--- src/design/spv_ram.sv ---
// ----------------------------------------------------------------------------
// spv_ram
// Simple dual-port RAM, one write and one registered read port.
// ----------------------------------------------------------------------------
module spv_ram #(
    parameter int WIDTH = 32,
    parameter int DEPTH = 16,
    localparam int AW = (DEPTH > 1) ? $clog2(DEPTH) : 1
) (
    input  logic             i_clk,
    input  logic             i_wr_en,
    input  logic [AW-1:0]    i_wr_addr,
    input  logic [WIDTH-1:0] i_wr_data,
    input  logic [AW-1:0]    i_rd_addr,
    output logic [WIDTH-1:0] o_rd_data
);

    logic [WIDTH-1:0] r_mem [DEPTH];
    logic [WIDTH-1:0] r_rd_data;

    always_ff @(posedge i_clk) begin
        if (i_wr_en) begin
            r_mem[i_wr_addr] <= i_wr_data;
        end
        r_rd_data <= r_mem[i_rd_addr];
    end

    assign o_rd_data = r_rd_data;

endmodule
--- config.mk ---
export PLATFORM = sky130hd
export DESIGN_NAME = spv_ram
export DESIGN_NICKNAME = d
export VERILOG_FILES = /design/src/design/spv_ram.sv
export SDC_FILE = /design/constraint.sdc
export NUM_CORES = 1
export LEC_CHECK = 0
export ABC_AREA = 0
export BUFFER_PORTS_ARGS = -buffer_cell sky130_fd_sc_hd__buf_2
export CORE_ASPECT_RATIO = 1.2
export CORE_MARGIN = 2
export CORE_UTILIZATION = 50
export CTS_CLUSTER_DIAMETER = 50
export DETAILED_ROUTE_END_ITERATION = 16
export MAX_ROUTING_LAYER = met4
export PLACE_DENSITY_LB_ADDON = 0.08
export SLEW_MARGIN = 20
export SYNTH_ARGS = -nofsm -noshare
export SYNTH_HDL_FRONTEND = slang
export SYNTH_SLANG_ARGS = --single-unit
export TNS_END_PERCENT = 10
--- constraint.sdc ---
create_clock -name i_clk -period 3.5 [get_ports i_clk]
set_input_delay 0.525 -clock i_clk [delete_from_list [all_inputs] [get_ports i_clk]]
set_output_delay 0.525 -clock i_clk [all_outputs]
set_load 0.03 [all_outputs]
==> impl_metrics.tcl, run 1 <==
set metrics [dict create \
    outcome "finished, final reports clean" \
    syn-num-nets 880 \
    startpoint "i_rd_addr[1]" \
    drive_above_1_share_pct 32.90 \
    coreArea_sq_mm 0.03894 \
    timing.final.crit_period_ns 1.908 \
    fp-row-count 79 \
    stdcell_count 1524 \
    synth_seq_cells 544 \
    path_buf_inv 2 \
    r2r_cells 3 \
    endpoint_kind "flip-flop" \
    syn-cell-area_sq_mm 0.01985 \
    cp.required_ns 3.95 \
    synth_ff_type "edfxtp_1" \
    grt_usage_pct 21.47 \
    setup.worst_path.start_class "input port" \
    r2r_start "r_mem[3][5]" \
    slowest_stage "buf_4" \
    via_count 8970 \
    fp.dieH_microns 222.3 \
    max_freq_ghz 0.5241 \
    avgRoutedWirePerCell_microns 27.27 \
    tightestPinTransition_ns 1.087 \
    cts_root_buf "clkbuf_16" \
    r2r_end "o_rd_data[5]" \
    drc 0 \
    worst_path_most_repeated_cell "buf_4" \
    period_share_pct 54.51 \
    ys_seq_area_share_pct 80.67 \
    finalCoreUtilization_pct 58.53 \
    grt_first_pass_wirelength_microns 61780 \
    drt_wl_total_microns 41560 \
    drt_pre_antenna_iters 5 \
    arrival_ns 2.36 \
    syn_inst 838 \
    path_max_fanout 43 \
    max_stage_delay_ns 0.55 \
    avgViaCountPerCell 5.886 \
    cts_resized 0 \
    rsz0062_at_grt "false" \
    dieArea_sq_mm 0.04132 \
    die_x_microns 185.9 \
    ctsHoldBuffers 0 \
    syn2layout_area_growth_pct 14.80 \
    endpoint "o_rd_data[11]" \
    slew_violations 0 \
    grt_max_degree 44 \
    place_congestion 0.7202 \
    dp_slack_ns 0.9253 \
    synth_edf_count 512 \
    critical-path-top-delay-family "buffers and inverters" \
    fin_ws_ns 1.592 \
    hold_path_class "input port to flip-flop" \
    cts.sinks 544 \
    worst-path-stages 5 \
    clock_path_buffers 3 \
    placed_area_sq_mm 0.02118 \
    cap_viol_max_count 0 \
    finalInstanceArea_sq_mm 0.02279 \
    clkTransAtPathRegs_ns 0.06 \
    p_per_area_mw_per_mm2 584.2 \
    htreeDepth 2 \
    postCtsSetupBuffers 0 \
    slew_headroom_pct 27.54 \
    finalNetCount 999 \
    io_pins 74 \
    cts_tree "done" \
    hold_viol 0 \
    portBuffers 73 \
    grt_antenna_before_repair 1 \
    ant_nets 0 \
    r2r_setup_slack_ns 2.13 \
    dpl.hpwl_microns 23310 \
    start_util_pct 50.98 \
    synth.distinct_cells 18 \
    syn_area_per_cell_sq_um 23.69 \
    gr-total-overflow 0 \
    dp.cells 1429 \
    final.fill_count 2842 \
    insertion_delay_ns 0.57 \
    p_leak_nw 7.324 \
    cp_cell_sequence "buf_4, buf_4, mux4_2, a22oi_1, nand2_1" \
    finalSetupTns_ns 0 \
    ir_drop_uv 394.3 \
    cts_buffers 52 \
    critPathKind "input port to flip-flop" \
    grt_pass1_vias 9778 \
    finClkSkew_ns 0.01390 \
    async_flop_share_pct 0 \
    first_iter_violations 807 \
    setup_viol 0 \
    yosysWarnings 0 \
]
## where the power goes
| part | switching (mW) | total [mW] | internal [mW] | leakage (nW) |
|---|---|---|---|---|
| registers | 0.0464 | 7.33 | 7.28 | 4.89 |
| logic | 0.445 | 0.714 | 0.268 | 1.65 |
| clock network | 2.25 | 5.27 | 3.03 | 0.784 |
## metal layers
layer	wire length [microns]	track usage [%]	part of all wire [%]
met5	0	-	0
met4	788	5.283	1.9
met3	1837	3.213	4.4
met2	22780	37.67	55
met1	16150	26.20	39
## stage by stage
stage	hold slack (ns)	power (mW)
finish	0.3312	13.31
detailed placement	0.6548	8.197
floorplan	0.6239	7.891
global route	0.3197	13.75
global placement	0.6490	8.169
CTS	0.3044	13.45
## cell usage in the layout (no fill, tap or decap)
| master | count |
|---|---|
| edfxtp_1 | 512 |
| mux4_2 | 128 |
| buf_2 | 71 |
| a22oi_1 | 64 |
| clkbuf_16 | 53 |
| nand2_1 | 33 |
| dfxtp_1 | 32 |
| buf_4 | 27 |
| clkbuf_1 | 14 |
| nor2_4 | 13 |
| clkinv_1 | 9 |
| buf_12 | 9 |
| clkinv_2 | 7 |
| clkbuf_8 | 6 |
| nor3_2 | 3 |
| nor2b_4 | 2 |
| nand3b_1 | 2 |
| nand2b_1 | 2 |
| clkinvlp_4 | 2 |
| clkinv_4 | 2 |
| bufinv_16 | 2 |
| diode_2 | 1 |
| and2_2 | 1 |
| nand3_1 | 1 |
| or3b_2 | 1 |
| nor3_4 | 1 |
## cells by family (layout without fill, tap and decap cells)
| family | Yosys count | count (layout) | synth area share, % |
|---|---|---|---|
| AOI/OAI and AO/OA | 64 | 64 | 2.420 |
| DFF | 544 | 544 | 80.67 |
| muxes | 128 | 128 | 14.52 |
| buffers and inverters | 43 | 202 | 1.122 |
| other | 0 | 1 | 0 |
| and+or+nand+nor | 59 | 59 | 1.273 |
## worst register-to-register path: stages (launching register included)
cell	delay [ns]
edfxtp_1	0.37
mux4_2	0.47
a22oi_1	0.29
nand2_1	0.11
## cells in the mapped netlist (all sizes together) (2+ instances only)
library cell / number / share of area (%)
nand2: 33 / 0.62
nor2: 13 / 0.25
nand2b: 2 / 0.063
nor2b: 2 / 0.063
buf: 26 / 0.80
nand3b: 2 / 0.076
nor3: 4 / 0.10
clkbuf: 17 / 0.32
a22oi: 64 / 2.4
edfxtp: 512 / 77
mux4: 128 / 15
dfxtp: 32 / 3.2
## layout make-up
class | instances | area [sq um] | area share, %
Tap cell | 526 | 658.1 | 2.887
Sequential cell | 544 | 16020 | 70.26
Multi-Input combinational cell | 251 | 3756 | 16.48
Timing Repair Buffer | 108 | 752.0 | 3.299
Clock inverter | 22 | 161.4 | 0.7081
Antenna cell | 1 | 2.502 | 0.01098
Clock buffer | 72 | 1448 | 6.351
## how the worst min path moves through the flow
stage / start / endpoint / slack, ns / depth (start not counted)
after floorplan: i_wr_data[0] / r_mem[0][0] / 0.62 / 0
after global placement: r_mem[14][19] / o_rd_data[19] / 0.65 / 3
after detailed placement: r_mem[14][30] / o_rd_data[30] / 0.65 / 3
after CTS: i_wr_data[8] / r_mem[15][8] / 0.30 / 1
after global routing: i_wr_data[8] / r_mem[2][8] / 0.32 / 1
final: i_wr_data[25] / r_mem[2][25] / 0.33 / 1
## state kept, by name, summed over array words and instances, names as in the netlist
name,count
r_mem,512
o_rd_data,32
Note: power is estimated with default switching activity, not from simulation.
==> run 2, diff against run 1 <==
--- a/config.mk
+++ b/config.mk
@@ -5,7 +5,7 @@
 export SDC_FILE = /design/constraint.sdc
 export NUM_CORES = 1
 export LEC_CHECK = 0
-export ABC_AREA = 0
+export ABC_AREA = 1
 export BUFFER_PORTS_ARGS = -buffer_cell sky130_fd_sc_hd__buf_2
 export CORE_ASPECT_RATIO = 1.2
 export CORE_MARGIN = 2
==> constraint.sdc (replaced) <==
create_clock -name i_clk -period 1.85 [get_ports i_clk]
set_input_delay 0.2775 -clock i_clk [delete_from_list [all_inputs] [get_ports i_clk]]
set_output_delay 0.2775 -clock i_clk [all_outputs]
set_load 0.03 [all_outputs]
==> run 2 against run 1 <==
Die area grew 14%. Count of clock-buffer cells in the layout grew 9. Global-route usage grew 2.8 points. Worst hold slack lost 0.23 ns. Setup slack lost 1.3 ns. Critical endpoint is now o_rd_data[13].
==> impl_metrics.tcl, run 2 <==
set metrics [dict create \
    fp.dieH_microns 237.6 \
    avgViaCountPerCell 5.025 \
    path_buf_inv 1 \
    final_cell_mix "nand2_1 (677), edfxtp_1 (512), inv_1 (386), nand3_1 (385), buf_2 (70)" \
    cp.required_ns 1.57 \
    die_x_microns 198.6 \
    final.fill_count 3812 \
    syn_area_per_cell_sq_um 10.72 \
    ant_nets 0 \
    p_per_area_mw_per_mm2 1029 \
    gr-total-overflow 0 \
    htreeDepth 2 \
    fin_ws_ns 0.2908 \
    cts_tree "done" \
    max_stage_delay_ns 0.45 \
    synth_top_area_cell "edfxtp_1" \
    critPathKind "flip-flop to primary output" \
    final_common_cell "nand2_1" \
    start_util_pct 50.65 \
    syn-num-nets 2162 \
    via_count 14413 \
    grt_pass1_vias 13969 \
    clkTransAtPathRegs_ns 0.06 \
    syn2layout_area_growth_pct 15.03 \
    fp-row-count 85 \
    dieArea_sq_mm 0.04719 \
    clock_path_buffers 3 \
    avgRoutedWirePerCell_microns 18.85 \
    switching_share_pct 21.98 \
    hold_viol 0 \
    insertion_delay_ns 0.60 \
    cts_root_buf "clkbuf_16" \
    synth_top_area_share_pct 67.64 \
    ctsHoldBuffers 0 \
    pwr-share-clk_pct 41.5 \
    cap_viol_max_count 0 \
    slowest_stage "dfxtp_1" \
    arrival_ns 1.28 \
    synth_common_cells "nand2_1 (677), edfxtp_1 (512), inv_1 (388), nand3_1 (385), buf_2 (41)" \
    syn_inst 2120 \
    portBuffers 73 \
    postCtsSetupBuffers 0 \
    p_leak_nw 11.14 \
    cp_cell_sequence "buf_2" \
    finClkSkew_ns 0.01720 \
    syn-cell-area_sq_mm 0.02273 \
    pwr-share-comb_pct 7.0 \
    outcome "finished, final reports clean" \
    finalNetCount 2255 \
    tightestPinTransition_ns 0.5528 \
    dp_slack_ns 0.2087 \
    cts.sinks 544 \
    synth.distinct_cells 15 \
    finalSetupTns_ns 0 \
    synthTopCellsByArea "edfxtp_1 (68%), nand2_1 (11%), nand3_1 (8.5%)" \
    critical-path-top-delay-family "flip-flops" \
    finalInstanceArea_sq_mm 0.02615 \
    slew_violations 0 \
    ir_drop_uv 823.8 \
    ys_seq_area_share_pct 70.46 \
    dpl.hpwl_microns 31500 \
    synth_seq_cells 544 \
    setup.worst_path.start_class "flip-flop" \
    grt_max_degree 65 \
    grt_first_pass_wirelength_microns 83510 \
    slew_headroom_pct 63.06 \
    max_freq_ghz 0.6414 \
    rsz0062_at_grt "false" \
    largest_register_ffs 512 \
    setup_viol 0 \
    place_congestion 0.7898 \
    p_seq_share_pct 51.5 \
    antenna_cells 0 \
    period_share_pct 84.28 \
    synth_ff_type "edfxtp_1" \
    io_pins 74 \
    drive_above_1_share_pct 10.54 \
    path_max_fanout 1 \
    hold_path_class "input port to flip-flop" \
    drt_pre_antenna_iters 5 \
    p_switching_mw 5.917 \
    async_flop_share_pct 0 \
    drt_wl_total_microns 54060 \
    regMostFlops "r_mem" \
    synth_edf_count 512 \
    timing.final.crit_period_ns 1.559 \
    synth_most_common_cell "nand2_1" \
    yosysWarnings 0 \
    first_iter_violations 1036 \
    grt_usage_pct 24.31 \
    placed_area_sq_mm 0.02432 \
    drc 0 \
    finalCoreUtilization_pct 58.26 \
    cts_resized 0 \
    coreArea_sq_mm 0.04488 \
    p_int_mw 21.00 \
    grt_antenna_before_repair 0 \
    cts_buffers 55 \
    endpoint_kind "primary output" \
]
## run 2: changes by cell type after synthesis, moves of 27 or more
cell,before,now
a22oi_1,64,0
buf_2,4,41
buf_6,2,29
inv_1,0,388
mux4_2,128,0
nand2_1,33,677
nand3_1,1,385
## run 2: final timing paths
check	depth (start not counted)	slack, ns	end	from
worst max register to register	6	0.75	o_rd_data[25]	r_mem[1][25]
worst min-delay path	1	0.1	r_mem[14][11]	i_wr_data[11]
worst min register to register	6	0.66	o_rd_data[24]	r_mem[10][24]
worst max-delay path	1	0.29	o_rd_data[13]	o_rd_data[13]
## run 2: layout make-up
type	count	area, sq um	share of cell area (%)
sequential	544	16020	61.25
multi-input combinational	1081	4667	17.85
clock buffer	81	1567	5.991
inverter	390	1474	5.637
timing repair buffer	141	1403	5.364
tap	609	762.0	2.914
clock inverter	22	259.0	0.9906
## run 2: power groups by stage
stage               clock network, mW  registers [mW]  logic, mW
global placement                    0            14.1       1.88
detailed placement                  0            14.1       1.90
CTS                              11.4            13.9       1.91
finish                           11.2            13.9       1.89
floorplan                           0            14.3      0.939
global route                     11.9            13.9       2.08
## run 2: metal layers
layer,part of all wire (%),GRT usage (%)
met4,1.8,5.654
met1,48,35.62
met3,5.3,3.292
met5,0,-
met2,45,36.41
## run 2: cell families (layout without fill, tap and decap cells)
logic type	after synthesis	in the layout	share of synthesized area, %
buffers and inverters	495	634	9.539
flip-flops	544	544	70.46
AND/OR/NAND/NOR	1081	1081	20.00
## run 2: through the flow
step           hold WS [ns]  instances  power [mW]
4_1_cts             0.05848       2868       27.18
3_5_place_dp         0.6431       2765       16.02
5_1_grt             0.07835       2868       27.82
6_report            0.09904       2868       26.91
3_3_place_gp         0.6418       2765       16.00
2_1_floorplan        0.3764       2120       15.21
==> run 3, diff against run 2 <==
--- a/config.mk
+++ b/config.mk
@@ -5,7 +5,7 @@
 export SDC_FILE = /design/constraint.sdc
 export NUM_CORES = 1
 export LEC_CHECK = 0
-export ABC_AREA = 1
+export ABC_AREA = 0
 export BUFFER_PORTS_ARGS = -buffer_cell sky130_fd_sc_hd__buf_2
 export CORE_ASPECT_RATIO = 1.2
 export CORE_MARGIN = 2
==> constraint.sdc (replaced) <==
create_clock -name i_clk -period 1.3 [get_ports i_clk]
set_input_delay 0.195 -clock i_clk [delete_from_list [all_inputs] [get_ports i_clk]]
set_output_delay 0.195 -clock i_clk [all_outputs]
set_load 0.03 [all_outputs]
==> run 3 against run 2 <==
The run now ends with setup timing left. Global-route usage shrank 1.9 points. Worst hold slack better by 0.069 ns. Design area fell by 7.5%. Clock skew shrank 0.0023 ns. Setup slack worse by 0.30 ns. Critical path depth is 2 higher. Sequential share of layout area grew 5.0 points. Largest power group unchanged. Highest routed layer unchanged.
==> impl_metrics.tcl, run 3 (synthesis gave the netlist of run 1 again) <==
set metrics [dict create \
    arrival_ns 1.75 \
    grt_usage_pct 22.45 \
    via_count 9470 \
    grt_antenna_before_repair 1 \
    clock_path_buffers 3 \
    max_freq_ghz 0.7651 \
    ir_drop_uv 1158 \
    first_iter_violations 920 \
    cp.required_ns 1.74 \
    startpoint "r_mem[11][13]" \
    slew_violations 0 \
    start_util_pct 50.98 \
    p_switching_mw 7.500 \
    power.total_mw 36.58 \
    final_cell_mix "edfxtp_1 (512), mux4_2 (128), buf_4 (59), clkbuf_16 (53), buf_2 (52)" \
    finalNetCount 1083 \
    insertion_delay_ns 0.57 \
    setup_viol 1 \
    dieArea_sq_mm 0.04132 \
    p_seq_share_pct 54.0 \
    io_pins 74 \
    rsz0062_at_grt "true" \
    timing.final.crit_period_ns 1.307 \
    grt_first_pass_wirelength_microns 64250 \
    pwr-share-clk_pct 39.7 \
    regMostFlops "r_mem" \
    fin_ws_ns -0.007069 \
    finalCoreUtilization_pct 62.08 \
    p_leak_nw 7.907 \
    slew_headroom_pct 59.17 \
    outcome "complete, but fails checks" \
    cts.sinks 544 \
    p_int_mw 29.08 \
    critPathKind "flip-flop to flip-flop" \
    grt_pass1_vias 9983 \
    fp.dieH_microns 222.3 \
    tightestPinTransition_ns 0.6111 \
    switching_share_pct 20.50 \
    grt_max_degree 27 \
    avgRoutedWirePerCell_microns 27.11 \
    r2r_cells 3 \
    p_per_area_mw_per_mm2 1513 \
    syn2layout_area_growth_pct 21.77 \
    fp-row-count 79 \
    cts_tree "done" \
    holdPathStages 4 \
    htreeDepth 2 \
    pwr-share-comb_pct 6.3 \
    hold_path_class "input port to flip-flop" \
    violations "setup timing" \
    r2r_start "r_mem[11][13]" \
    die_x_microns 185.9 \
    final_common_cell "edfxtp_1" \
    cts_buffers 51 \
    drc 0 \
    clkTransAtPathRegs_ns 0.06 \
    ant_nets 0 \
    drt_wl_total_microns 43630 \
    dpl.hpwl_microns 25540 \
    drive_above_1_share_pct 37.34 \
    setup.worst_path.start_class "flip-flop" \
    endpoint_kind "flip-flop" \
    path_max_fanout 1 \
    gr-total-overflow 0 \
    finClkSkew_ns 0.01488 \
    min-delay-start "i_rd_addr[2]" \
    cts_root_buf "clkbuf_16" \
    coreArea_sq_mm 0.03894 \
    place_congestion 0.7511 \
    drt_pre_antenna_iters 5 \
    cap_viol_max_count 0 \
    avgViaCountPerCell 5.886 \
    largest_register_ffs 512 \
    period_share_pct 100.5 \
    portBuffers 73 \
    hold_viol 0 \
]
==> run 3: cell count changes in the layout (fill, tap and decap cells not counted), sizes merged, moves of 4 or more <==
| cell | before | now |
|---|---|---|
| mux4 | 0 | 128 |
| nand2 | 677 | 33 |
| buf | 140 | 160 |
| nand3 | 385 | 1 |
| nor3 | 0 | 4 |
| inv | 390 | 2 |
| nor2 | 17 | 13 |
| a22oi | 0 | 64 |
| clkbuf | 82 | 72 |
| dlygate4sd3 | 0 | 32 |
==> run 3: per-layer routing <==
layer	up-vias	track usage [%]	wire, microns
li1	3986	-	-
met5	-	-	0
met4	0	4.928	658
met1	5092	30.44	17760
met2	335	36.44	22530
met3	57	3.508	2682
==> run 3: cell type report <==
class / instances / area [sq um]
Sequential cell: 544 / 16030
Clock inverter: 23 / 217.7
Timing Repair Buffer: 193 / 1974
Clock buffer: 71 / 1424
Fill cell: 2703 / 14770
Multi-Input combinational cell: 251 / 3872
Tap cell: 526 / 658.1
Antenna cell: 1 / 2.502
==> run 3: through the flow <==
step | instance area, sq um | cells | setup TNS (ns) | hold WS, ns | worst slack, ns
after detailed placement | 22040 | 1482 | -104.10 | 0.5800 | -0.3704
after global routing | 24180 | 1609 | -0.1404 | 0.1743 | -0.04363
final | 24180 | 1609 | -0.007069 | 0.1680 | -0.007069
after CTS | 24090 | 1608 | -0.01631 | 0.1517 | -0.01506
after global placement | 22040 | 1482 | -95.45 | 0.5387 | -0.3620
after floorplan | 19950 | 838 | -216.71 | 0.2939 | -0.6042
==> run 3: critical path, stage by stage (launching register included) <==
cell and delay [ns]:
edfxtp_1 0.38, mux4_2 0.51, a22oi_2 0.21, nand2_1 0.09
==> run 3: path summary, 6_finish.rpt <==
check,end,slack (ns)
worst max register to register,o_rd_data[13],-0.007
worst min-delay path,o_rd_data[15],0.17
worst min register to register,o_rd_data[15],0.66
worst max-delay path,o_rd_data[13],-0.007
==> run 3: what timing repair did <==
item                                    4_1_cts  5_1_grt
buffers inserted                              0        0
pin swaps                                     2        6
hold buffers                                 32        0
endpoints found under the hold margin       497        0
endpoints found under the setup margin       20       21
resized for setup                            32       20
==> run 3: power by group through the flow <==
stage	logic (mW)	registers (mW)	clock network [mW]
after floorplan	0.958	20.3	0
after global placement	2.14	20.1	0
after detailed placement	2.18	20.1	0
after CTS	2.32	19.7	14.8
after global routing	2.48	19.8	15.5
final	2.32	19.7	14.5
